<file path="config.mk">
export PLATFORM = sky130hd
export DESIGN_NAME = differential_drive_mixer
export DESIGN_NICKNAME = d
export VERILOG_FILES = /design/src/hdl/ddm_pkg.sv /design/src/hdl/differential_drive_mixer.sv
export SDC_FILE = /design/constraint.sdc
export NUM_CORES = 2
export LEC_CHECK = 0
export BUFFER_PORTS_ARGS = -buffer_cell sky130_fd_sc_hd__buf_2
export CORE_UTILIZATION = 55
export CTS_BUF_LIST = sky130_fd_sc_hd__clkbuf_4
export DETAILED_ROUTE_END_ITERATION = 8
export PLACE_DENSITY = 0.67
export SETUP_SLACK_MARGIN = 0.4
export SLEW_MARGIN = 20
export SYNTH_ARGS = -nofsm -noshare
export SYNTH_HDL_FRONTEND = slang
export SYNTH_SLANG_ARGS = --single-unit
</file>
<file path="constraint.sdc">
create_clock -name aclk -period 39.7 [get_ports aclk]
set_clock_uncertainty 0.1 [all_clocks]
set_input_delay 9.925 -clock aclk [delete_from_list [all_inputs] [get_ports aclk]]
set_output_delay 9.925 -clock aclk [all_outputs]
set_load 0.005 [all_outputs]
</file>
<file path="src/hdl/ddm_pkg.sv">
package ddm_pkg;

    localparam int STICK_WIDTH = 10;

    localparam int IN_BITS     = 2 * STICK_WIDTH;
    localparam int IN_TDATA_W  = ((IN_BITS + 7) / 8) * 8;

    localparam int OUT_MAG_W   = 11;
    localparam int OUT_BITS    = 2 * OUT_MAG_W + 2;
    localparam int OUT_TDATA_W = ((OUT_BITS + 7) / 8) * 8;

    localparam int CFG_INDEX_W = 3;
    localparam int CFG_DATA_W  = 10;
    localparam int DEADBAND_W  = 9;
    localparam int GAIN_W      = 4;
    localparam int OFFSET_W    = 9;
    localparam int LIMIT_W     = 10;

    localparam logic [CFG_INDEX_W-1:0] CFG_THROTTLE_DEADBAND = 3'd0;
    localparam logic [CFG_INDEX_W-1:0] CFG_TURN_DEADBAND     = 3'd1;
    localparam logic [CFG_INDEX_W-1:0] CFG_THROTTLE_GAIN     = 3'd2;
    localparam logic [CFG_INDEX_W-1:0] CFG_THROTTLE_OFFSET   = 3'd3;
    localparam logic [CFG_INDEX_W-1:0] CFG_SPEED_LIMIT       = 3'd4;

    localparam logic [DEADBAND_W-1:0] RST_THROTTLE_DEADBAND = 9'd20;
    localparam logic [DEADBAND_W-1:0] RST_TURN_DEADBAND     = 9'd10;
    localparam logic [GAIN_W-1:0]     RST_THROTTLE_GAIN     = 4'd7;
    localparam logic [OFFSET_W-1:0]   RST_THROTTLE_OFFSET   = 9'd150;
    localparam logic [LIMIT_W-1:0]    RST_SPEED_LIMIT       = 10'd512;

    localparam int MAG_W    = STICK_WIDTH;
    localparam int DB_CMP_W = (MAG_W > DEADBAND_W) ? MAG_W : DEADBAND_W;
    localparam int PROD_W   = MAG_W + GAIN_W;

    // divide by ten as multiply by reciprocal
    localparam int DIV10_SHIFT = PROD_W + 4;
    localparam int DIV10_MUL_W = DIV10_SHIFT - 3;
    localparam int DIV10_MUL   = (2 ** DIV10_SHIFT + 9) / 10;
    localparam int DIVP_W      = PROD_W + DIV10_MUL_W;
    localparam int DIV_W       = DIVP_W - DIV10_SHIFT;

    localparam int THR_W    = STICK_WIDTH + 2;
    localparam int SIDE_W   = STICK_WIDTH + 2;
    localparam int SSIDE_W  = SIDE_W + 1;
    localparam int SPROD_W  = SIDE_W + LIMIT_W;
    localparam int NUM_W    = SPROD_W + 2;
    localparam int REM_W    = SIDE_W + 1;
    localparam int Q_W      = LIMIT_W;

    localparam int BITS_PER_STAGE = 2;
    localparam int DIV_STAGES     = Q_W / BITS_PER_STAGE;
    localparam int NSTAGE         = 6 + DIV_STAGES + 1;

    typedef struct packed {
        logic                 lfwd;
        logic                 rfwd;
        logic [OUT_MAG_W-1:0] lmag;
        logic [OUT_MAG_W-1:0] rmag;
        logic                 scale;
        logic                 left_big;
    } side_t;

endpackage

</file>
<file path="src/hdl/differential_drive_mixer.sv">
// differential drive mixer, fully pipelined
// throughput: one sample per cycle while the result side does not stall; the limit scaling divider retires
// two quotient bits per stage over five stages
// a stall on the result side holds every stage in place
// reset (aresetn low, synchronous) empties the pipeline and loads register defaults
module differential_drive_mixer (
    input  logic                                aclk,
    input  logic                                aresetn,
    input  logic                                cfg_we,
    input  logic [ddm_pkg::CFG_INDEX_W-1:0]     cfg_index,
    input  logic [ddm_pkg::CFG_DATA_W-1:0]      cfg_data,
    input  logic                                s_tvalid,
    output logic                                s_tready,
    // turn_position, throttle_position, zero pad
    input  logic [ddm_pkg::IN_TDATA_W-1:0]      s_tdata,
    output logic                                m_tvalid,
    input  logic                                m_tready,
    // left_magnitude, right_magnitude, left_forward, right_forward
    output logic [ddm_pkg::OUT_TDATA_W-1:0]     m_tdata
);

    localparam int SW = ddm_pkg::STICK_WIDTH;
    localparam int DS = ddm_pkg::DIV_STAGES;

    logic [ddm_pkg::DEADBAND_W-1:0] thr_db_reg;
    logic [ddm_pkg::DEADBAND_W-1:0] turn_db_reg;
    logic [ddm_pkg::GAIN_W-1:0]     gain_reg;
    logic [ddm_pkg::OFFSET_W-1:0]   offset_reg;
    logic [ddm_pkg::LIMIT_W-1:0]    limit_reg;

    logic                        adv;
    logic [ddm_pkg::NSTAGE-1:0]  valid_reg;

    always_ff @(posedge aclk) begin
        if (!aresetn) begin
            thr_db_reg  <= ddm_pkg::RST_THROTTLE_DEADBAND;
            turn_db_reg <= ddm_pkg::RST_TURN_DEADBAND;
            gain_reg    <= ddm_pkg::RST_THROTTLE_GAIN;
            offset_reg  <= ddm_pkg::RST_THROTTLE_OFFSET;
            limit_reg   <= ddm_pkg::RST_SPEED_LIMIT;
        end else if (cfg_we) begin
            case (cfg_index)
                ddm_pkg::CFG_THROTTLE_DEADBAND: thr_db_reg  <= cfg_data[ddm_pkg::DEADBAND_W-1:0];
                ddm_pkg::CFG_TURN_DEADBAND:     turn_db_reg <= cfg_data[ddm_pkg::DEADBAND_W-1:0];
                ddm_pkg::CFG_THROTTLE_GAIN:     gain_reg    <= cfg_data[ddm_pkg::GAIN_W-1:0];
                ddm_pkg::CFG_THROTTLE_OFFSET:   offset_reg  <= cfg_data[ddm_pkg::OFFSET_W-1:0];
                ddm_pkg::CFG_SPEED_LIMIT:       limit_reg   <= cfg_data[ddm_pkg::LIMIT_W-1:0];
                default: ;
            endcase
        end
    end

    assign adv      = !valid_reg[ddm_pkg::NSTAGE-1] || m_tready;
    assign s_tready = adv;
    assign m_tvalid = valid_reg[ddm_pkg::NSTAGE-1];

    always_ff @(posedge aclk) begin
        if (!aresetn) begin
            valid_reg <= '0;
        end else if (adv) begin
            valid_reg <= {valid_reg[ddm_pkg::NSTAGE-2:0], s_tvalid};
        end
    end

    // stage 1: re-centre, deadband, throttle gain product
    logic [SW-1:0]                   turn_bits;
    logic [SW-1:0]                   thr_bits;
    logic [ddm_pkg::MAG_W-1:0]       turn_mag;
    logic [ddm_pkg::MAG_W-1:0]       thr_mag;
    logic                            turn_zero;
    logic                            thr_zero;
    logic [SW-1:0]                   turn_s1_reg;
    logic                            thr_neg_s1_reg;
    logic                            thr_nz_s1_reg;
    logic [ddm_pkg::PROD_W-1:0]      prod_s1_reg;

    assign turn_bits = {~s_tdata[SW-1], s_tdata[SW-2:0]};
    assign thr_bits  = {~s_tdata[2*SW-1], s_tdata[2*SW-2:SW]};
    assign turn_mag  = turn_bits[SW-1] ? (~turn_bits + SW'(1)) : turn_bits;
    assign thr_mag   = thr_bits[SW-1] ? (~thr_bits + SW'(1)) : thr_bits;
    assign turn_zero = ddm_pkg::DB_CMP_W'(turn_mag) < ddm_pkg::DB_CMP_W'(turn_db_reg);
    assign thr_zero  = ddm_pkg::DB_CMP_W'(thr_mag) < ddm_pkg::DB_CMP_W'(thr_db_reg);

    always_ff @(posedge aclk) begin
        if (adv) begin
            turn_s1_reg    <= turn_zero ? '0 : turn_bits;
            thr_neg_s1_reg <= thr_bits[SW-1];
            thr_nz_s1_reg  <= !thr_zero && (thr_mag != '0);
            prod_s1_reg    <= ddm_pkg::PROD_W'(thr_mag) * ddm_pkg::PROD_W'(gain_reg);
        end
    end

    // stage 2: divide by ten
    logic [ddm_pkg::DIVP_W-1:0] div_full;
    logic [SW-1:0]              turn_s2_reg;
    logic                       thr_neg_s2_reg;
    logic                       thr_nz_s2_reg;
    logic [ddm_pkg::DIV_W-1:0]  div_s2_reg;

    assign div_full = ddm_pkg::DIVP_W'(prod_s1_reg) * ddm_pkg::DIVP_W'(ddm_pkg::DIV10_MUL);

    always_ff @(posedge aclk) begin
        if (adv) begin
            turn_s2_reg    <= turn_s1_reg;
            thr_neg_s2_reg <= thr_neg_s1_reg;
            thr_nz_s2_reg  <= thr_nz_s1_reg;
            div_s2_reg     <= div_full[ddm_pkg::DIVP_W-1:ddm_pkg::DIV10_SHIFT];
        end
    end

    // stage 3: offset and mixing
    logic [ddm_pkg::THR_W-1:0]          thr_m;
    logic                               rev;
    logic signed [ddm_pkg::SSIDE_W-1:0] m_s;
    logic signed [ddm_pkg::SSIDE_W-1:0] turn_ext;
    logic signed [ddm_pkg::SSIDE_W-1:0] left_next;
    logic signed [ddm_pkg::SSIDE_W-1:0] right_next;
    logic signed [ddm_pkg::SSIDE_W-1:0] left_s3_reg;
    logic signed [ddm_pkg::SSIDE_W-1:0] right_s3_reg;

    assign thr_m    = thr_nz_s2_reg ?
                      (ddm_pkg::THR_W'(div_s2_reg) + ddm_pkg::THR_W'(offset_reg)) : '0;
    assign rev      = thr_neg_s2_reg && (thr_m != '0);
    assign m_s      = signed'({1'b0, thr_m});
    assign turn_ext = signed'({{(ddm_pkg::SSIDE_W-SW){turn_s2_reg[SW-1]}}, turn_s2_reg});

    always_comb begin
        if (rev) begin
            left_next  = -m_s - turn_ext;
            right_next = -m_s + turn_ext;
        end else begin
            left_next  = m_s + turn_ext;
            right_next = m_s - turn_ext;
        end
    end

    always_ff @(posedge aclk) begin
        if (adv) begin
            left_s3_reg  <= left_next;
            right_s3_reg <= right_next;
        end
    end

    // stage 4: direction, magnitudes, limit check
    logic [ddm_pkg::SIDE_W-1:0] lmag;
    logic [ddm_pkg::SIDE_W-1:0] rmag;
    logic [ddm_pkg::SIDE_W-1:0] top;
    logic                       left_big;
    ddm_pkg::side_t             side_next;
    ddm_pkg::side_t             side_s4_reg;
    logic [ddm_pkg::SIDE_W-1:0] top_s4_reg;
    logic [ddm_pkg::SIDE_W-1:0] small_s4_reg;

    assign lmag     = ddm_pkg::SIDE_W'(left_s3_reg[ddm_pkg::SIDE_W] ? -left_s3_reg : left_s3_reg);
    assign rmag     = ddm_pkg::SIDE_W'(right_s3_reg[ddm_pkg::SIDE_W] ? -right_s3_reg : right_s3_reg);
    assign left_big = lmag > rmag;
    assign top      = left_big ? lmag : rmag;

    always_comb begin
        side_next.lfwd     = !left_s3_reg[ddm_pkg::SIDE_W];
        side_next.rfwd     = !right_s3_reg[ddm_pkg::SIDE_W];
        side_next.lmag     = lmag[ddm_pkg::OUT_MAG_W-1:0];
        side_next.rmag     = rmag[ddm_pkg::OUT_MAG_W-1:0];
        side_next.scale    = top > ddm_pkg::SIDE_W'(limit_reg);
        side_next.left_big = left_big;
    end

    always_ff @(posedge aclk) begin
        if (adv) begin
            side_s4_reg  <= side_next;
            top_s4_reg   <= top;
            small_s4_reg <= left_big ? rmag : lmag;
        end
    end

    // stage 5: smaller side times limit
    ddm_pkg::side_t              side_s5_reg;
    logic [ddm_pkg::SIDE_W-1:0]  top_s5_reg;
    logic [ddm_pkg::SPROD_W-1:0] sprod_s5_reg;

    always_ff @(posedge aclk) begin
        if (adv) begin
            side_s5_reg  <= side_s4_reg;
            top_s5_reg   <= top_s4_reg;
            sprod_s5_reg <= ddm_pkg::SPROD_W'(small_s4_reg) * ddm_pkg::SPROD_W'(limit_reg);
        end
    end

    // stage 6: rounding numerator and divisor
    logic [ddm_pkg::NUM_W-1:0] num;
    ddm_pkg::side_t            side_div_reg [DS+1];
    logic [ddm_pkg::REM_W-1:0] rem_reg      [DS+1];
    logic [ddm_pkg::Q_W-1:0]   lo_reg       [DS+1];
    logic [ddm_pkg::REM_W-1:0] den_reg      [DS+1];

    assign num = {1'b0, sprod_s5_reg, 1'b0} + ddm_pkg::NUM_W'(top_s5_reg);

    always_ff @(posedge aclk) begin
        if (adv) begin
            side_div_reg[0] <= side_s5_reg;
            rem_reg[0]      <= num[ddm_pkg::Q_W +: ddm_pkg::REM_W];
            lo_reg[0]       <= num[ddm_pkg::Q_W-1:0];
            den_reg[0]      <= {top_s5_reg, 1'b0};
        end
    end

    // restoring divider, quotient bits shift into the low word
    for (genvar k = 0; k < DS; k++) begin : g_div
        logic [ddm_pkg::REM_W-1:0] rem_next;
        logic [ddm_pkg::Q_W-1:0]   lo_next;

        always_comb begin
            logic [ddm_pkg::REM_W:0] trial;
            rem_next = rem_reg[k];
            lo_next  = lo_reg[k];
            for (int b = 0; b < ddm_pkg::BITS_PER_STAGE; b++) begin
                trial = {rem_next, lo_next[ddm_pkg::Q_W-1]};
                if (trial >= {1'b0, den_reg[k]}) begin
                    rem_next = ddm_pkg::REM_W'(trial - {1'b0, den_reg[k]});
                    lo_next  = {lo_next[ddm_pkg::Q_W-2:0], 1'b1};
                end else begin
                    rem_next = trial[ddm_pkg::REM_W-1:0];
                    lo_next  = {lo_next[ddm_pkg::Q_W-2:0], 1'b0};
                end
            end
        end

        always_ff @(posedge aclk) begin
            if (adv) begin
                side_div_reg[k+1] <= side_div_reg[k];
                rem_reg[k+1]      <= rem_next;
                lo_reg[k+1]       <= lo_next;
                den_reg[k+1]      <= den_reg[k];
            end
        end
    end

    // output stage
    ddm_pkg::side_t               side_fin;
    logic [ddm_pkg::OUT_MAG_W-1:0] quot;
    logic [ddm_pkg::OUT_MAG_W-1:0] lim;
    logic [ddm_pkg::OUT_MAG_W-1:0] lout_next;
    logic [ddm_pkg::OUT_MAG_W-1:0] rout_next;
    logic [ddm_pkg::OUT_TDATA_W-1:0] out_reg;

    assign side_fin = side_div_reg[DS];
    assign quot     = ddm_pkg::OUT_MAG_W'(lo_reg[DS]);
    assign lim      = ddm_pkg::OUT_MAG_W'(limit_reg);

    always_comb begin
        if (side_fin.scale) begin
            lout_next = side_fin.left_big ? lim : quot;
            rout_next = side_fin.left_big ? quot : lim;
        end else begin
            lout_next = side_fin.lmag;
            rout_next = side_fin.rmag;
        end
    end

    always_ff @(posedge aclk) begin
        if (adv) begin
            out_reg <= ddm_pkg::OUT_TDATA_W'({side_fin.rfwd, side_fin.lfwd, rout_next, lout_next});
        end
    end

    assign m_tdata = out_reg;

    // rem_reg of the last stage is the final remainder, unused beyond the divider
    logic unused_rem;
    assign unused_rem = ^rem_reg[DS] ^ ^den_reg[DS] ^ ^s_tdata[ddm_pkg::IN_TDATA_W-1:2*SW]
                        ^ ^cfg_data;

endmodule

</file>
== After elaboration in Yosys (flattened, before gate mapping) ==
Memories as Yosys holds them, arrays and structs flattened.
Index checks and enable logic that the tools add are counted.

* ROM bits: 0
* Flip-flop bits (word level): 262
* Logic and storage cells: 133
* Memory bits (writable): 372
* Latch bits: 0
* Memories: 4
* Output and inout port bits: 26
* Input bits: 42

* Muxes and demuxes: 35
* Equality and inequality tests: 4
* $add $sub $neg: 21
* Multipliers: 3
* $lt $le $gt $ge: 14
* Reduce and logical (&&, ||, !) cells: 15
* Divide/modulo/power cells: 0
* Shift-type cells: 0
* Bitwise logic cells: 4

{| class="wikitable"
|+ Memories
! memory !! words !! width !! rd ports !! clocked after memory_dff !! wr ports !! line !! RTL
|-
| side_div_reg || 6 || 26 || 6 || 0 || 6 || differential_drive_mixer.sv:191 || <nowiki>ddm_pkg::side_t side_div_reg [DS+1];</nowiki>
|-
| den_reg || 6 || 13 || 5 || 0 || 6 || differential_drive_mixer.sv:194 || <nowiki>logic [ddm_pkg::REM_W-1:0] den_reg [DS+1];</nowiki>
|-
| rem_reg || 6 || 13 || 5 || 0 || 6 || differential_drive_mixer.sv:192 || <nowiki>logic [ddm_pkg::REM_W-1:0] rem_reg [DS+1];</nowiki>
|-
| lo_reg || 6 || 10 || 6 || 0 || 6 || differential_drive_mixer.sv:193 || <nowiki>logic [ddm_pkg::Q_W-1:0] lo_reg [DS+1];</nowiki>
|}

{| class="wikitable"
|+ Operator list
! cell !! number
|-
| 2-to-1 mux 13 bit || 12
|-
| greater-or-equal comparator 14 x 13 -> 1 bit || 10
|-
| subtractor 13 bit || 10
|-
| 2-to-1 mux 12 bit || 5
|-
| 2-to-1 mux 10 bit || 4
|-
| multiplier 14 x 15 -> 29 bit (second input constant) || 1
|-
| adder 13 x 10 -> 13 bit || 2
|-
| subtractor 13 x 10 -> 13 bit || 2
|-
| negator 12 bit || 2
|-
| adder 23 x 12 -> 23 bit || 1
|-
| multiplier 12 x 10 -> 22 bit || 1
|-
| 2-to-1 mux 11 bit || 2
|-
| adder 10 x 1 -> 10 bit (second input constant) || 2
|-
| less-than comparator 10 x 9 -> 1 bit || 2
|-
| inverter 10 bit || 2
|-
| multiplier 10 x 4 -> 14 bit || 1
|-
| negator 12 -> 13 bit || 1
|-
| adder 11 x 9 -> 12 bit || 1
|-
| > comparator 12 x 10 -> 1 bit || 1
|-
| > comparator 12 bit || 1
|-
| 2-to-1 mux 1 bit || 12
|-
| nonzero test 12 bit || 1
|-
| AND reduction 2 bit || 5
|-
| nonzero test 10 bit || 1
|-
| other kinds (8) || 14
|}

== Logic depth before layout (Yosys ltp) ==
* Depth after elaboration: 7
* Gate-level depth with buffers: 24
* Depth with buffers taken out: 23

== Worst setup path after synthesis ==
OpenSTA, ideal clock, no wires.

* Kind: input to output
* From: input m_tready
* To: output s_tready
* Data arrival time: 24.536 ns
* Stages on the path: 3
* Data required time: 29.675 ns
* Path buffers: 1
* Slack: 5.139 ns
* Path through: nor2b_1 inv_1 clkbuf_1

* Longest elaborated chain between the ends: 1

{| class="wikitable"
|+ RTL lines
! element !! line !! RTL
|-
| from (decl) || differential_drive_mixer.sv:17 || <nowiki>input logic m_tready,</nowiki>
|-
| logical OR 1 bit || differential_drive_mixer.sv:53 || <nowiki>assign adv = !valid_reg[ddm_pkg::NSTAGE-1] || m_tready;</nowiki>
|-
| to (decl) || differential_drive_mixer.sv:13 || <nowiki>output logic s_tready,</nowiki>
|}

No other way between the ends.

== Worst setup path in the final report ==
Same ends and word-level chain as after synthesis.

==> results.yml <==
run_status:
  status: "finished clean"
yosys:
  yosys.area_share.adder: 0.220
  synth_cell_types: 77
  synthXorXnorAreaFrac: 0.0476
  synth_cells: 3420
  avgSynthCellArea_um2: 11.2
  synth-seq-cells: 581
  synthMuxAreaShare: 0.0366
  synthSimpleGateAreaFrac: 0.101
  synth-main-ff-cell: "edfxtp_1"
  syn_area_mm2: 0.0383
  async_reset_ff_frac: 0
  synth_edf_count: 528
  synth_nets: 4034
  synth_top_family_by_area: "adder cells"
  synth_compound_area_frac: 0.0994
  seq_area_frac_synth: 0.442
  synth_warnings: 0
worst_setup_path:
  reg2reg_to: "sprod_s5_reg[21]"
  required_ps: 29680
  crit_fanout: 131
  worstPathArrival_ps: 11650
  crit_type: "in2out"
  r2r-start: "limit_reg[3]"
  start_kind: "input port"
  r2r_cells: 20
  worstSetupEndpointType: "primary output"
  rrSetupSlack_ps: 33280
flow_run:
  maxCapViolations: 0
hold_path:
  hold_depth: 0
  whs_endpoint: "side_div_reg[5][19]"
  hp-class: "reg2reg"
  hold_start: "side_div_reg[4][19]"
sta:
  worst_pin_slew_ps: 1040
  timing.setup.tns_ps: 0
  setup-violations-final: 0
  fmax_ghz: 0.0461
  fin_crit_sh: 0.546
  slew_violations: 0
  slew-limit-headroom: 0.298
  rsz0062_at_grt: "no"
  hold_viol_final: 0
  post-route-min-period_ps: 21670
routing:
  drt_pre_antenna_iters: 5
  wl_mm: 76.7
  routedWlPerCell_um: 16.7
  drt-initial-drc-count: 1217
  ant_nets: 0
  drc: 0
  viasPerCell: 5.44
  via_count: 25100
cts:
  clk_latency_ps: 990
  cts-root-buf: "clkbuf_4"
  path_clk_slew_ps: 60
  cts_tree: "done"
  cts_buffer_depth: 3
  ctsHoldBuffers: 0
  post_cts_resized: 0
  numCtsBuffers: 150
  postCtsSetupBuffers: 0
  h-tree-depth: 4
  clock_sinks: 581
placement:
  io_buffers: 63
  dp_hpwl_mm: 57.9
  gp_congestion: 0.908
global_route:
  grt_first_pass_wirelength_mm: 126
  antenna_found_initial: 2
  grt_usage: 0.224
  grt_pass1_vias: 26300
  grt_start_max_net_pins: 175
  grt.overflow.total: 0
final_layout:
  nFillCells: 5694
  fin_nets: 4178
  area_growth_pct: 8.39
  drive_gt1_frac: 0.110
  largest_register_ffs: 146
die:
  die_w_um: 266
  coreArea_mm2: 0.0687
  dieArea_mm2: 0.0707
  io_pins: 68
  start_util: 0.557
  rows: 96
  dieHeight_um: 266
-- how the worst max path moves through the flow --
stage	start	end	slack, ps	depth (start not counted)
CTS	m_tready	s_tready	17970	4
global placement	m_tready	s_tready	17990	4
floorplan	m_tready	s_tready	5140	3
finish	m_tready	s_tready	18030	4
detailed placement	m_tready	s_tready	17980	4
global route	m_tready	s_tready	17830	4
-- through the flow --
step / area [um2] / worst slack (ps) / std cells / util / hold slack, ps
after floorplan: 38300 / 5140 / 3420 / - / 300
after global placement: 39500 / 17990 / 4343 / 0.575 / 300
after detailed placement: 39500 / 17980 / 4343 / 0.575 / 305
after CTS: 41500 / 17970 / 4605 / 0.604 / 274
after global routing: 41500 / 17830 / 4607 / 0.604 / 284
final: 41500 / 18030 / 4608 / 0.604 / 291
-- synth_stat cells (33+ instances only) --
cell type / n / share of area
a21boi_0: 48 / 0.0094
a21o_1: 69 / 0.014
a21oi_1: 177 / 0.023
and2_1: 82 / 0.013
clkbuf_1: 64 / 0.0063
dfxtp_1: 53 / 0.028
edfxtp_1: 528 / 0.41
fa_1: 169 / 0.088
ha_1: 403 / 0.13
inv_1: 450 / 0.044
mux2_2: 56 / 0.016
mux2i_1: 71 / 0.019
nand2_1: 293 / 0.029
nand3_1: 33 / 0.0043
nor2_1: 185 / 0.018
nor2b_1: 44 / 0.0072
nor3_1: 47 / 0.0061
o21ai_0: 104 / 0.014
xnor2_1: 129 / 0.030
xor2_1: 79 / 0.018
-- final cells by class --
cell class	instances	area (um2)	area share
Clock buffer	212	1590	0.0383
Inverter	450	1700	0.0409
Tap cell	931	1160	0.0281
Multi-Input combinational cell	2309	19300	0.466
Antenna cell	3	7.51	0.000181
Timing Repair Buffer	72	395	0.00952
Sequential cell	581	16900	0.408
Clock inverter	50	389	0.00937
-- cell usage in the layout (no fill, tap or decap), types with 25 or more instances in the layout --
cell type  netlist  routed
edfxtp_1       528     528
nand4_1         25      25
fa_1           169     169
nor2_1         185     185
xnor2_1        129     129
o21ai_0        104     104
nand3_1         33      33
ha_1           403     403
a21o_1          69      69
mux2_2          56      56
mux2i_1         71      71
buf_2            8      63
nand2b_1        25      25
inv_1          450     449
nand2_1        293     293
dfxtp_1         53      53
clkbuf_4         0     212
xor2_1          79      79
nor2b_1         44      44
a21oi_1        177     177
a21boi_0        48      48
and2_1          82      82
nor3_1          47      47
-- routing by layer --
layer	up-vias	global-route usage	routed length, um
met3	158	0.0361	2940
met5	-	0	0
met2	532	0.407	39700
met4	0	0.0983	2330
met1	12100	0.258	31800
li1	12300	-	-
-- critical path, cell delays in order --
cell,delay [ps]
buf_2,90
nor2b_1,800
inv_8,480
buf_2,310
-- kinds of logic after synthesis --
| family | Yosys count |
|---|---|
| flip-flops | 581 |
| AND/OR/NAND/NOR | 814 |
| buffers and inverters | 530 |
| multiplexers | 131 |
| XOR/XNOR | 208 |
| adder cells (fa/ha/maj) | 572 |
| AO/OA/AOI/OAI | 584 |
Power is not shown: default switching activity piles up to over one toggle a cycle in this logic, so the estimate is an artifact.
